## config.mk

```make
export PLATFORM = sky130hd
export DESIGN_NAME = port_table_rate_limited_gateway_unit
export DESIGN_NICKNAME = d
export VERILOG_FILES = /design/src/rtl/ptrlg_pkg.sv /design/src/rtl/port_table_rate_limited_gateway_unit.sv
export VERILOG_INCLUDE_DIRS = /design/src /design/src/rtl
export SDC_FILE = /design/constraint.sdc
export NUM_CORES = 2
export LEC_CHECK = 0
export BUFFER_PORTS_ARGS = -buffer_cell sky130_fd_sc_hd__buf_4
export CAP_MARGIN = 20
export CORE_MARGIN = 3
export CORE_UTILIZATION = 65
export DETAILED_ROUTE_END_ITERATION = 16
export HOLD_SLACK_MARGIN = 0.08
export PLACE_DENSITY_LB_ADDON = 0.2
export SETUP_SLACK_MARGIN = 0.02
export SLEW_MARGIN = 15
export SYNTH_ARGS = -nofsm -noshare
export SYNTH_HDL_FRONTEND = slang
export SYNTH_SLANG_ARGS = --single-unit
```

## constraint.sdc

```tcl
create_clock -name clk_i -period 27.5 [get_ports clk_i]
set_clock_uncertainty 0.15 [all_clocks]
set_input_delay 1.375 -clock clk_i [delete_from_list [all_inputs] [get_ports clk_i]]
set_output_delay 1.375 -clock clk_i [all_outputs]
set_load 0.01 [all_outputs]
```

## src/rtl/port_table_rate_limited_gateway_unit_defines.svh

```systemverilog
// assertion macros for the port table gateway
`ifndef PORT_TABLE_RATE_LIMITED_GATEWAY_UNIT_DEFINES_SVH
`define PORT_TABLE_RATE_LIMITED_GATEWAY_UNIT_DEFINES_SVH

// condition holds at every clock edge out of reset
`define PTRLG_ASSERT(lbl, cond, msg) \
  lbl: assert property (@(posedge clk_i) disable iff (!rst_ni) (cond)) else $error(msg);

// trigger in one cycle implies the consequence in the next
`define PTRLG_ASSERT_NEXT(lbl, trig, cons, msg) \
  lbl: assert property (@(posedge clk_i) disable iff (!rst_ni) (trig) |=> (cons)) \
    else $error(msg);

`endif

```

## src/rtl/ptrlg_pkg.sv

```systemverilog
// types and constants of the port table gateway
package ptrlg_pkg;

  // request opcodes
  localparam logic [1:0] OP_ADD      = 2'd0;
  localparam logic [1:0] OP_UPLINK   = 2'd1;
  localparam logic [1:0] OP_DOWNLINK = 2'd2;
  localparam logic [1:0] OP_NONE     = 2'd3;

  // result status codes
  localparam logic [2:0] ST_DELIVERED = 3'd0;
  localparam logic [2:0] ST_UNKNOWN   = 3'd1;
  localparam logic [2:0] ST_NO_SINK   = 3'd2;
  localparam logic [2:0] ST_RATE_LIM  = 3'd3;
  localparam logic [2:0] ST_REFUSED   = 3'd4;
  localparam logic [2:0] ST_ADDED     = 3'd5;
  localparam logic [2:0] ST_DUPLICATE = 3'd6;
  localparam logic [2:0] ST_FULL      = 3'd7;

  // fixed rate window in ms
  localparam logic [31:0] WINDOW_MS = 32'd1000;

  localparam int IN_DATA_W  = 152;
  localparam int OUT_DATA_W = 256;

  // one port table entry as kept in memory
  typedef struct packed {
    logic [7:0]  id;
    logic [7:0]  kind;
    logic        has_tx;
    logic [15:0] cap;
    logic [15:0] count;
    logic [31:0] wstart;
  } entry_t;

  typedef enum logic [2:0] {
    S_IDLE = 3'b001,
    S_SCAN = 3'b010,
    S_EXEC = 3'b100
  } state_e;

endpackage

```

## src/rtl/port_table_rate_limited_gateway_unit.sv

```systemverilog
// port table gateway with fixed-window uplink rate limiting
//
//  channel   dir  handshake                      payload
//  s_axis    in   s_axis_tvalid / s_axis_tready  tdata item fields, tuser opcode
//  m_axis    out  m_axis_tvalid / m_axis_tready  tdata result fields, tuser status
//  cfg       in   cfg_valid_i / cfg_ready_o      cfg_data_i uplink_enabled
//
// a request scans every table slot before its result is loaded into the result register,
// one table slot read per scan cycle; a new request is taken only once the block is back in idle
// the no-op opcode is taken without a scan and gives no result
// reset clears the slot valid bits, counters, sequence and config at once;
// entries of unused slots are ignored, so the table memory needs no clearing pass
// a stalled result holds in the output register; the next request scans, then waits
`include "port_table_rate_limited_gateway_unit_defines.svh"

module port_table_rate_limited_gateway_unit
  import ptrlg_pkg::*;
#(
  parameter int PORT_SLOTS = 8
) (
  input  logic                  clk_i,
  input  logic                  rst_ni,
  input  logic                  s_axis_tvalid,
  output logic                  s_axis_tready,
  // port_id, now_ms, win_cap, port_kind, has_transmit, peer_addr, length,
  // rssi, payload_ref, sink_accepts, zero pad
  input  logic [IN_DATA_W-1:0]  s_axis_tdata,
  // opcode
  input  logic [1:0]            s_axis_tuser,
  output logic                  m_axis_tvalid,
  input  logic                  m_axis_tready,
  // out_port_id, out_kind, sequence_res, out_addr, out_length, out_rssi,
  // out_payload_ref, up_pass_cnt, up_drop_cnt, dn_pass_cnt, dn_drop_cnt
  output logic [OUT_DATA_W-1:0] m_axis_tdata,
  // status
  output logic [2:0]            m_axis_tuser,
  input  logic                  cfg_valid_i,
  output logic                  cfg_ready_o,
  input  logic                  cfg_data_i
);

  localparam int IDX_W = (PORT_SLOTS > 1) ? $clog2(PORT_SLOTS) : 1;
  localparam logic [IDX_W-1:0] LAST_IDX = IDX_W'(PORT_SLOTS - 1);

  state_e state_q, state_d;

  // held request
  logic [IN_DATA_W-1:0] item_q;
  logic [1:0]           op_q;

  logic [7:0]  in_pid;
  logic [31:0] in_now;
  logic [15:0] in_cap;
  logic [7:0]  in_kind;
  logic        in_tx;
  logic [15:0] in_addr;
  logic [15:0] in_len;
  logic [15:0] in_rssi;
  logic [31:0] in_pref;
  logic        in_accepts;

  assign in_pid     = item_q[7:0];
  assign in_now     = item_q[39:8];
  assign in_cap     = item_q[55:40];
  assign in_kind    = item_q[63:56];
  assign in_tx      = item_q[64];
  assign in_addr    = item_q[80:65];
  assign in_len     = item_q[96:81];
  assign in_rssi    = item_q[112:97];
  assign in_pref    = item_q[144:113];
  assign in_accepts = item_q[145];

  // table storage: valid bits in flops, entries in a synchronous memory
  logic [PORT_SLOTS-1:0] used_q;
  entry_t                mem_q [PORT_SLOTS];
  entry_t                rd_data_q;
  logic [IDX_W-1:0]      rd_addr;
  logic                  mem_we;
  logic [IDX_W-1:0]      mem_waddr;
  entry_t                mem_wdata;

  // scan state
  logic [IDX_W-1:0] chk_q;
  logic             hit_q, free_q;
  logic [IDX_W-1:0] hit_slot_q, free_slot_q;
  entry_t           hit_entry_q;
  logic             slot_hit, slot_free;

  // architectural state outside the table
  logic        uplink_en_q;
  logic [31:0] seq_q, seq_d;
  logic [31:0] up_pub_q, up_pub_d, up_drop_q, up_drop_d;
  logic [31:0] dn_sent_q, dn_sent_d, dn_drop_q, dn_drop_d;

  // result register
  logic                  m_valid_q;
  logic [OUT_DATA_W-1:0] m_data_q;
  logic [2:0]            m_status_q;

  logic s_acc, out_load;
  assign s_axis_tready = (state_q == S_IDLE);
  assign s_acc         = s_axis_tvalid && s_axis_tready;
  assign out_load      = (state_q == S_EXEC) && (!m_valid_q || m_axis_tready);

  assign cfg_ready_o   = 1'b1;
  assign m_axis_tvalid = m_valid_q;
  assign m_axis_tdata  = m_data_q;
  assign m_axis_tuser  = m_status_q;

  always_ff @(posedge clk_i or negedge rst_ni) begin
    if (!rst_ni) begin
      uplink_en_q <= 1'b0;
    end else if (cfg_valid_i) begin
      uplink_en_q <= cfg_data_i;
    end
  end

  // read address: slot 0 on acceptance, then the slot after the one checked
  always_comb begin
    rd_addr = '0;
    if (state_q == S_SCAN && chk_q != LAST_IDX) begin
      rd_addr = IDX_W'(chk_q + 1'b1);
    end
  end

  always_ff @(posedge clk_i) begin
    if (mem_we) begin
      mem_q[mem_waddr] <= mem_wdata;
    end
    rd_data_q <= mem_q[rd_addr];
  end

  // slot under check against the held id
  assign slot_hit  = used_q[chk_q] && (rd_data_q.id == in_pid) && !hit_q;
  assign slot_free = !used_q[chk_q] && !free_q;

  always_comb begin
    state_d = state_q;
    unique case (state_q)
      S_IDLE: begin
        if (s_acc && s_axis_tuser != OP_NONE) begin
          state_d = S_SCAN;
        end
      end
      S_SCAN: begin
        if (chk_q == LAST_IDX) begin
          state_d = S_EXEC;
        end
      end
      S_EXEC: begin
        if (out_load) begin
          state_d = S_IDLE;
        end
      end
      default: state_d = S_IDLE;
    endcase
  end

  always_ff @(posedge clk_i or negedge rst_ni) begin
    if (!rst_ni) begin
      state_q <= S_IDLE;
      chk_q   <= '0;
      hit_q   <= 1'b0;
      free_q  <= 1'b0;
    end else begin
      state_q <= state_d;
      if (s_acc) begin
        chk_q  <= '0;
        hit_q  <= 1'b0;
        free_q <= 1'b0;
      end else if (state_q == S_SCAN) begin
        if (chk_q != LAST_IDX) begin
          chk_q <= IDX_W'(chk_q + 1'b1);
        end
        if (slot_hit) begin
          hit_q <= 1'b1;
        end
        if (slot_free) begin
          free_q <= 1'b1;
        end
      end
    end
  end

  always_ff @(posedge clk_i) begin
    if (s_acc) begin
      item_q <= s_axis_tdata;
      op_q   <= s_axis_tuser;
    end
    if (state_q == S_SCAN) begin
      if (slot_hit) begin
        hit_slot_q  <= chk_q;
        hit_entry_q <= rd_data_q;
      end
      if (slot_free) begin
        free_slot_q <= chk_q;
      end
    end
  end

  // update step
  logic [31:0] elapsed;
  logic        win_expired, limited;
  logic [15:0] cnt_eff;
  logic [31:0] ws_eff;
  logic [2:0]  res_status;
  logic [7:0]  res_kind;
  logic [31:0] res_seq;
  logic [15:0] res_addr, res_len, res_rssi;
  logic [31:0] res_pref;
  logic        set_used;

  always_comb begin
    elapsed     = in_now - hit_entry_q.wstart;
    win_expired = (elapsed >= WINDOW_MS);
    cnt_eff     = win_expired ? 16'd0 : hit_entry_q.count;
    ws_eff      = win_expired ? in_now : hit_entry_q.wstart;
    limited     = (cnt_eff >= hit_entry_q.cap);

    res_status = ST_UNKNOWN;
    res_kind   = 8'd0;
    res_seq    = 32'd0;
    res_addr   = 16'd0;
    res_len    = 16'd0;
    res_rssi   = 16'd0;
    res_pref   = 32'd0;
    mem_we     = 1'b0;
    mem_waddr  = hit_slot_q;
    mem_wdata  = hit_entry_q;
    set_used   = 1'b0;
    seq_d      = seq_q;
    up_pub_d   = up_pub_q;
    up_drop_d  = up_drop_q;
    dn_sent_d  = dn_sent_q;
    dn_drop_d  = dn_drop_q;

    case (op_q)
      OP_ADD: begin
        res_kind = in_kind;
        if (hit_q) begin
          res_status = ST_DUPLICATE;
        end else if (free_q) begin
          res_status = ST_ADDED;
          mem_we     = out_load;
          set_used   = out_load;
          mem_waddr  = free_slot_q;
          mem_wdata  = '{id: in_pid, kind: in_kind, has_tx: in_tx, cap: in_cap,
                         count: 16'd0, wstart: 32'd0};
        end else begin
          res_status = ST_FULL;
        end
      end
      OP_UPLINK: begin
        res_addr = in_addr;
        res_len  = in_len;
        res_rssi = in_rssi;
        res_pref = in_pref;
        if (!hit_q) begin
          res_status = ST_UNKNOWN;
        end else begin
          res_kind = hit_entry_q.kind;
          if (!uplink_en_q) begin
            res_status = ST_NO_SINK;
          end else if (hit_entry_q.cap != 16'd0 && limited) begin
            // window restart is still kept
            res_status       = ST_RATE_LIM;
            mem_we           = out_load;
            mem_wdata.wstart = ws_eff;
            mem_wdata.count  = cnt_eff;
          end else begin
            if (hit_entry_q.cap != 16'd0) begin
              mem_we           = out_load;
              mem_wdata.wstart = ws_eff;
              mem_wdata.count  = cnt_eff + 16'd1;
            end
            res_seq    = seq_q;
            seq_d      = seq_q + 32'd1;
            res_status = in_accepts ? ST_DELIVERED : ST_REFUSED;
          end
        end
        if (res_status == ST_DELIVERED) begin
          up_pub_d = up_pub_q + 32'd1;
        end else begin
          up_drop_d = up_drop_q + 32'd1;
        end
      end
      default: begin
        // downlink
        res_addr = in_addr;
        res_len  = in_len;
        res_pref = in_pref;
        if (!hit_q) begin
          res_status = ST_UNKNOWN;
        end else if (!hit_entry_q.has_tx) begin
          res_status = ST_NO_SINK;
        end else begin
          res_status = in_accepts ? ST_DELIVERED : ST_REFUSED;
        end
        if (res_status == ST_DELIVERED) begin
          dn_sent_d = dn_sent_q + 32'd1;
        end else begin
          dn_drop_d = dn_drop_q + 32'd1;
        end
      end
    endcase
  end

  always_ff @(posedge clk_i or negedge rst_ni) begin
    if (!rst_ni) begin
      used_q    <= '0;
      seq_q     <= 32'd0;
      up_pub_q  <= 32'd0;
      up_drop_q <= 32'd0;
      dn_sent_q <= 32'd0;
      dn_drop_q <= 32'd0;
      m_valid_q <= 1'b0;
    end else begin
      if (set_used) begin
        used_q[mem_waddr] <= 1'b1;
      end
      if (out_load) begin
        seq_q     <= seq_d;
        up_pub_q  <= up_pub_d;
        up_drop_q <= up_drop_d;
        dn_sent_q <= dn_sent_d;
        dn_drop_q <= dn_drop_d;
        m_valid_q <= 1'b1;
      end else if (m_axis_tready) begin
        m_valid_q <= 1'b0;
      end
    end
  end

  always_ff @(posedge clk_i) begin
    if (out_load) begin
      m_status_q <= res_status;
      m_data_q   <= {dn_drop_d, dn_sent_d, up_drop_d, up_pub_d, res_pref, res_rssi,
                     res_len, res_addr, res_seq, res_kind, in_pid};
    end
  end

  // table is written only in the update step, never while a scan reads it
  `PTRLG_ASSERT(a_no_write_in_scan, !(mem_we && state_q != S_EXEC), "table write outside update")
  // a real request always starts a table walk
  `PTRLG_ASSERT_NEXT(a_acc_scans, s_acc && s_axis_tuser != OP_NONE, state_q == S_SCAN,
                     "accepted request did not start a scan")
  // sequence advances by at most one per cycle
  `PTRLG_ASSERT_NEXT(a_seq_step, 1'b1, seq_q == $past(seq_q) || seq_q == $past(seq_q) + 32'd1,
                     "sequence jumped")
  // an added result always comes with the table write
  `PTRLG_ASSERT(a_add_writes, !(out_load && res_status == ST_ADDED) || (mem_we && set_used),
                "add result without table write")

endmodule

```

; ---- Word level (Yosys, flattened, before mapping)
; Memory sizes are Yosys's and may differ from the RTL's. A register that Yosys moved wholly into a read port is not among the register bits.
; Index checks and enable logic that the tools add are counted.
[word_totals]
reg_bits = 672
ramBits = 648
inputBits = 160
wordCells = 153
memories = 1
[classes]
addsub = 8
magnitude_cmp = 5
n_eq_ne = 11
n_mux = 64
bitwise = 5
n_reduce_logical = 32
[memory_table]
columns = name, depth, word_bits, read_ports, rd_clocked_by_memory_dff, wr, line
row1 = mem_q, 8, 81, 1, 1, 1, port_table_rate_limited_gateway_unit.sv:75  ; entry_t mem_q [PORT_SLOTS];
[ops]
columns = cell, n
row1 = 2-to-1 mux 32 bit, 9
row2 = 2-to-1 mux 48 bit, 4
row3 = 2-to-1 mux 81 bit, 2
row4 = adder 32 x 1 -> 32 bit (second input constant), 5
row5 = one-hot mux 48 bit (2 select lines), 1
row6 = 2-to-1 mux 3 bit, 18
row7 = 2-to-1 mux 33 bit, 1
row8 = >= comparator 32 x 10 -> 1 bit (second input constant), 1
row9 = subtractor 32 bit, 1
row10 = 2-to-1 mux 1 bit, 19
row11 = adder 16 x 1 -> 16 bit (second input constant), 1
row12 = >= comparator 16 bit, 1
row13 = 2-to-1 mux 16 bit, 1
row14 = one-hot mux 8 bit (2 select lines), 1
row15 = nonzero test 16 bit, 1
row16 = AND reduction 2 bit, 5
row17 = nonzero test 2 bit, 5
row18 = logical AND 1 bit, 9
row19 = one-hot mux 3 bit (3 select lines), 1
row20 = equality test 8 bit, 1
row21 = less-than comparator 3 x 4 -> 1 bit (second input constant), 2
row22 = 2-to-1 mux 8 bit, 1
row23 = bitwise OR 8 bit, 1
row24 = equality test 3 bit (second input constant), 2
row25 = 22 further kinds, 32

; ---- Depth between registers and ports, before layout
[logic_depth]
depth_word = 12
mapped_depth = 28
depth_no_buf = 25

; ---- Worst setup path before layout
; Ideal clock, no wire load.
[synth_timing]
path_type = in2reg
from = in m_axis_tready
to = mem mem_q[1][0] in the netlist's numbering (enable)
arrival_time_ps = 13890
required_time_ps = 26829
slack_ps = 12939
cell_stages = 7
path_cell_list = nand2b_1 > nand2_1 > inv_1 > clkbuf_1 > buf_1 > nand2_1 > nor2_1
[synth_via]
elab_chain_len = 9
word_cells_on_any_way = 11
classes_between = 9 x mux / 2 x reduce/logical
[synth_rtl]
columns = element, line
row1 = "start, declared", port_table_rate_limited_gateway_unit.sv:31  ; input logic m_axis_tready,
row2 = logical OR 1 bit (*), port_table_rate_limited_gateway_unit.sv:103  ; assign out_load = (state_q == S_EXEC) && (!m_valid_q || m_axis_tready);
row3 = logical AND 1 bit (*), port_table_rate_limited_gateway_unit.sv:103
row4 = net out_load, port_table_rate_limited_gateway_unit.sv:100  ; logic s_acc, out_load;
row5 = 2-to-1 mux 1 bit, port_table_rate_limited_gateway_unit.sv:271  ; if (hit_entry_q.cap != 16'd0) begin
row6 = 2-to-1 mux 1 bit, port_table_rate_limited_gateway_unit.sv:264  ; end else if (hit_entry_q.cap != 16'd0 && limited) begin
row7 = 2-to-1 mux 1 bit, port_table_rate_limited_gateway_unit.sv:262  ; if (!uplink_en_q) begin
row8 = 2-to-1 mux 1 bit, port_table_rate_limited_gateway_unit.sv:258  ; if (!hit_q) begin
row9 = one-hot mux 1 bit (2 select lines) (*), port_table_rate_limited_gateway_unit.sv:237  ; case (op_q)
row10 = 2-to-1 mux 1 bit (*), port_table_rate_limited_gateway_unit.sv:127  ; if (mem_we) begin
row11 = 2-to-1 mux 1 bit (not written as such) (*), port_table_rate_limited_gateway_unit.sv:128  ; mem_q[mem_waddr] <= mem_wdata;
row12 = "end, declared", port_table_rate_limited_gateway_unit.sv:75
; The timed path passes the listed nets; every way through them passes the cells marked *.

; ---- Worst setup path in the final report
[layout_timing]
from = reg item_q[8]
to = reg m_data_q[154], in the netlist m_axis_tdata[154], data pin
[layout_via]
elab_chain_len = 12
[layout_rtl]
columns = element, line
row1 = "start, declared", port_table_rate_limited_gateway_unit.sv:48  ; logic [IN_DATA_W-1:0] item_q;
row2 = "start signal, assigned", port_table_rate_limited_gateway_unit.sv:187  ; item_q <= s_axis_tdata;
row3 = subtractor 32 bit, port_table_rate_limited_gateway_unit.sv:214  ; elapsed = in_now - hit_entry_q.wstart;
row4 = >= comparator 32 x 10 -> 1 bit, port_table_rate_limited_gateway_unit.sv:215  ; win_expired = (elapsed >= WINDOW_MS);
row5 = 2-to-1 mux 16 bit, port_table_rate_limited_gateway_unit.sv:216  ; cnt_eff = win_expired ? 16'd0 : hit_entry_q.count;
row6 = >= comparator 16 bit, port_table_rate_limited_gateway_unit.sv:218  ; limited = (cnt_eff >= hit_entry_q.cap);
row7 = logical AND 1 bit, port_table_rate_limited_gateway_unit.sv:264
row8 = 2-to-1 mux 3 bit, port_table_rate_limited_gateway_unit.sv:264
row9 = 2-to-1 mux 3 bit, port_table_rate_limited_gateway_unit.sv:262
row10 = 2-to-1 mux 3 bit, port_table_rate_limited_gateway_unit.sv:258
row11 = 2-to-1 mux 3 bit, port_table_rate_limited_gateway_unit.sv:237
row12 = zero test 3 bit, port_table_rate_limited_gateway_unit.sv:281  ; if (res_status == ST_DELIVERED) begin
row13 = 2-to-1 mux 32 bit, port_table_rate_limited_gateway_unit.sv:281
row14 = 2-to-1 mux 32 bit, port_table_rate_limited_gateway_unit.sv:237
row15 = net up_pub_d[26], port_table_rate_limited_gateway_unit.sv:92  ; logic [31:0] up_pub_q, up_pub_d, up_drop_q, up_drop_d;
row16 = "end signal, assigned", port_table_rate_limited_gateway_unit.sv:337  ; m_data_q <= {dn_drop_d, dn_sent_d, up_drop_d, up_pub_d, res_pref, res_rssi,
row17 = "end, declared", port_table_rate_limited_gateway_unit.sv:97  ; logic [OUT_DATA_W-1:0] m_data_q;
; The timed path passes the listed nets, and every way through them passes these cells. The select of a mux whose other input is x is not followed.
; A chain may end at the register's enable or synchronous reset.

==> results <==
- The via count of the first global-routing pass is 36000.
- The DRC violations left is 0.
- The layout cell share with drive strength beyond 1 is 14.4%.
- Counting instances in the post-synthesis netlist gives the leading cell types as edfxtp_1, nand2_1, nand3_1.
- By area the synthesized netlist is led by edfxtp_1, dfrtp_1, nand2_1, nand3_1, dfxtp_1.
- The clock latency of the later-clocked register in the worst-skew pair is 0.75 ns.
- The synthesized design spends more area on one cell type than any other, namely edfxtp_1.
- STA puts the critical path data arrival time at 8.61 ns.
- The required time at the worst-slack endpoint is 27.84 ns.
- In this run the number of H-tree levels came out at 4.
- The wire-length estimate of the detail-placed layout is 80.6 mm.
- The longest clock path from root to sink contains 3 buffers.
- The worst relative slew slack is 18.1%.
- The slowest stage cell on the critical path is nor3_1.
- Global routing used 29.2% of the available tracks across all layers.
- The tool flagged a number of max-cap violations equal to 0.
- The via count is 37300.
- The area of the die is 91600 um2.
- The tree is rooted in a clkbuf_16.
- The worst setup timing slack at the placement stage is 19.32 ns.
- The design draws 4.83 mW.
- In this run the worst path has a maximum fanout of 36.
- The commonest register cell after synthesis is edfxtp_1.
- The clock input transition at the sequential cells of the worst setup and hold paths is 0.06 ns.
- The overall overflow remaining after global route is 0.
- The number of antenna violations at the first check in global routing came to 2.
- STA classifies the critical path endpoint as a flip-flop.
- Timing would allow up to 121 MHz.
- The run finished with clean final reports.
- For the final routed database, the setup TNS stands at 0 ns.
- The leakage power is 25.1 nW.
- The final layout contains 5098 nets.
- The number of clock buffers inserted by TritonCTS is 140.
- 422 I/O pins were placed.
- The tightest min-delay check is of the flip-flop to flip-flop type.
- In this run the vertical extent of the chip is 303 um.
- The post-detailed-route wirelength per cell is 21.8 um.
- The critical path class is flip-flop to flip-flop.
- Setup slack closes at 19.23 ns.
- The most used standard cell by instance count after synthesis is edfxtp_1.
- Input and output buffers added on the ports amount to 414.
- The startpoint type of the worst setup path is a flip-flop.
- The TritonCTS clock tree is built.
- After floorplanning, the core was divided into 108 placement rows.
- The cell area after technology mapping is 57200 um2.
- The number of gates resized after CTS was 0.
- The clock drives 1401 sinks.
- The Yosys step of the flow raised 0 warnings.
- At the pin with the least slew margin, the transition time is 1.22 ns.
- The first routing iteration left 3674 violations.
- The number of storage elements in the synthesis netlist is 1401.
- The peak ir drop on the vdd network is 0.0758 mV.
- The final cycle utilization of the critical path is 30.1%.
- For this run, the register share of the synthesized area comes to 70.5%.
- The count of different cell masters after synthesis is 81.
- Entering global routing, the biggest net connects 173 pins.
- The family with the most delay on the worst path is simple AND/OR/NAND/NOR gates.
- Together, buffers and inverters on the worst path number 3.
- Dividing the detail-routed via count by the number of cells gives 6.07.
- The final setup violation count is 0.
- The width of the die is 303 um.
- For this design, the CTS-stage hold fixing added 0 buffers.
- The first global-routing pass estimated 204 mm of wire.
- The number of pins exceeding their max-slew limit in the final report was 0.
- For this run, asynchronously set or reset flops after synthesis account for 12.7%.
- The count of TritonRoute iterations in the first routing pass is 6.
- Setup repair after global routing left no endpoint under its margin.
- From synthesis to final layout, the design area changed by 15.2%.
- Counting flops with a built-in enable in the synthesized netlist gives 1142.
- The maximum cell stage delay along the critical path is 0.60 ns.
- The final weighted congestion in routability-driven placement is 0.941.
- The shortest clock period the worst path allows after layout is 8.27 ns.
- The final layout contains routed wiring with a total length of 134 mm.
- The number of hold violations in the final report is 0.
- The number of nets with antenna violations after detailed routing is 0.
- The instance count of the mapped netlist is 4513.
- The share of synthesized area in the top cell type comes to 59.9%.
- After floorplanning, the core was sized to cover 87000 um2.
- The initial core utilization is 65.8%.
- In this run the post-CTS setup repair buffer count came out at 0.
- For this design the ratio of total power to cell area is 73.3 nW/um2.
- When the netlist entered floorplanning its net count stood at 4729.
- The synthesized area per cell is 12.7 um2.
- The most used cell along the critical path is a21o_1.
[sequential cells by signal (all words and copies together) (netlist names)]
signal	cells
hit_slot_q	3
used_q	8
rd_data_q	81
mem_q	648
chk_q	3
seq_q	32
dn_sent_q	32
up_drop_q	32
state_q	3
dn_drop_q	32
free_slot_q	3
hit_entry_q	81
item_q	146
up_pub_q	32
uplink_en_q	1
m_axis_tuser	3
m_axis_tvalid	1
m_axis_tdata	256
op_q	2
hit_q	1
free_q	1
[metal layers]
metal  vias up  GRT usage (%)  routed length [um]
li1      17000              -                   -
met1     18200           39.9               52900
met2      1777           48.6               65900
met3       292           4.61               11500
met4         4           9.84                3710
met5         -              0                  27
[through the flow]
stage | area [um2] | util, % | std cells | hold slack (ns)
3_5_place_dp | 61400 | 70.5 | 5894 | 0.239
3_3_place_gp | 61400 | 70.5 | 5894 | 0.236
4_1_cts | 65900 | 75.7 | 6151 | 0.240
5_1_grt | 65900 | 75.7 | 6152 | 0.252
6_report | 65900 | 75.7 | 6153 | 0.233
2_1_floorplan | 57200 | - | 4513 | 0.236
[final timing paths]
| path | startpoint | end | slack [ns] | cells after the start |
|---|---|---|---|---|
| max in group asynchronous | rst_ni | dn_sent_q[25]$_DFFE_PN0P_ | 25.14 | 2 |
| worst min register to register | rd_data_q[34]$_DFF_P_ | hit_entry_q[34]$_DFFE_PP_ | 0.23 | 0 |
| worst max-delay path | item_q[8]$_DFFE_PP_ | m_axis_tdata[154]$_DFFE_PP_ | 19.23 | 26 |
| worst min-delay path | rd_data_q[34]$_DFF_P_ | hit_entry_q[34]$_DFFE_PP_ | 0.23 | 0 |
| worst max register to register | item_q[8]$_DFFE_PP_ | m_axis_tdata[154]$_DFFE_PP_ | 19.23 | 26 |
| min in group asynchronous | rst_ni | dn_drop_q[24]$_DFFE_PN0P_ | 0.62 | 1 |
[final cells by class]
type,count,area (um2)
inverters,158,601
diodes,1,2.50
clock inverters,56,537
clock buffers,201,3970
well taps,1155,1450
fillers,5233,21100
flip-flops and latches,1401,40400
repair buffers,463,3520
multi-input cells,2718,15500
[power breakdown]
group          leakage, nW  switching, mW  internal [mW]
registers             13.3         0.0501           2.42
clock network         2.22          0.773           1.09
logic                 9.50          0.349          0.148
total                 25.1           1.17           3.66
[cells in the final DEF (no fill, tap or decap), types with 11 or more instances in the layout]
cell type / n
nand2_1: 610
nand3_1: 336
clkinv_2: 25
clkbuf_8: 14
o21a_1: 13
buf_4: 459
nor3_1: 205
clkbuf_1: 43
ha_1: 54
and2_1: 67
nor2_4: 11
a21o_1: 16
nor4_1: 12
a211oi_1: 14
and4_1: 12
nand2b_1: 11
inv_1: 157
nand4_1: 45
a22o_1: 40
clkinv_1: 13
xor2_1: 135
clkbuf_16: 145
and3_1: 41
nor2_1: 173
edfxtp_1: 1142
nor2b_1: 68
a21oi_1: 314
dfxtp_1: 81
dfrtp_1: 176
o21ai_0: 220
xnor2_1: 164
[worst reg2reg max path: cells and delay by family (launching register included)]
family	cells	cell delay, ns
XOR/XNOR	2	0.36
flip-flops	1	0.40
buffers and inverters	3	0.47
adder cells (fa/ha/maj)	3	0.81
AND/OR/NAND/NOR	9	3.38
AO/OA/AOI/OAI	9	2.46
[cell families (layout without fill, tap and decap cells)]
group | Yosys count | in the layout | synth area share (%)
DFF | 1401 | 1401 | 70.5
adders and majority gates | 56 | 56 | 1.24
other | 1 | 2 | 0.00655
AOI/OAI and AO/OA | 716 | 716 | 7.34
and+or+nand+nor | 1629 | 1629 | 13.3
buffers and inverters | 394 | 878 | 2.68
xor gates and xnor gates | 299 | 299 | 4.58
muxes | 17 | 17 | 0.354
Note: power is estimated with default switching activity, not from simulation.
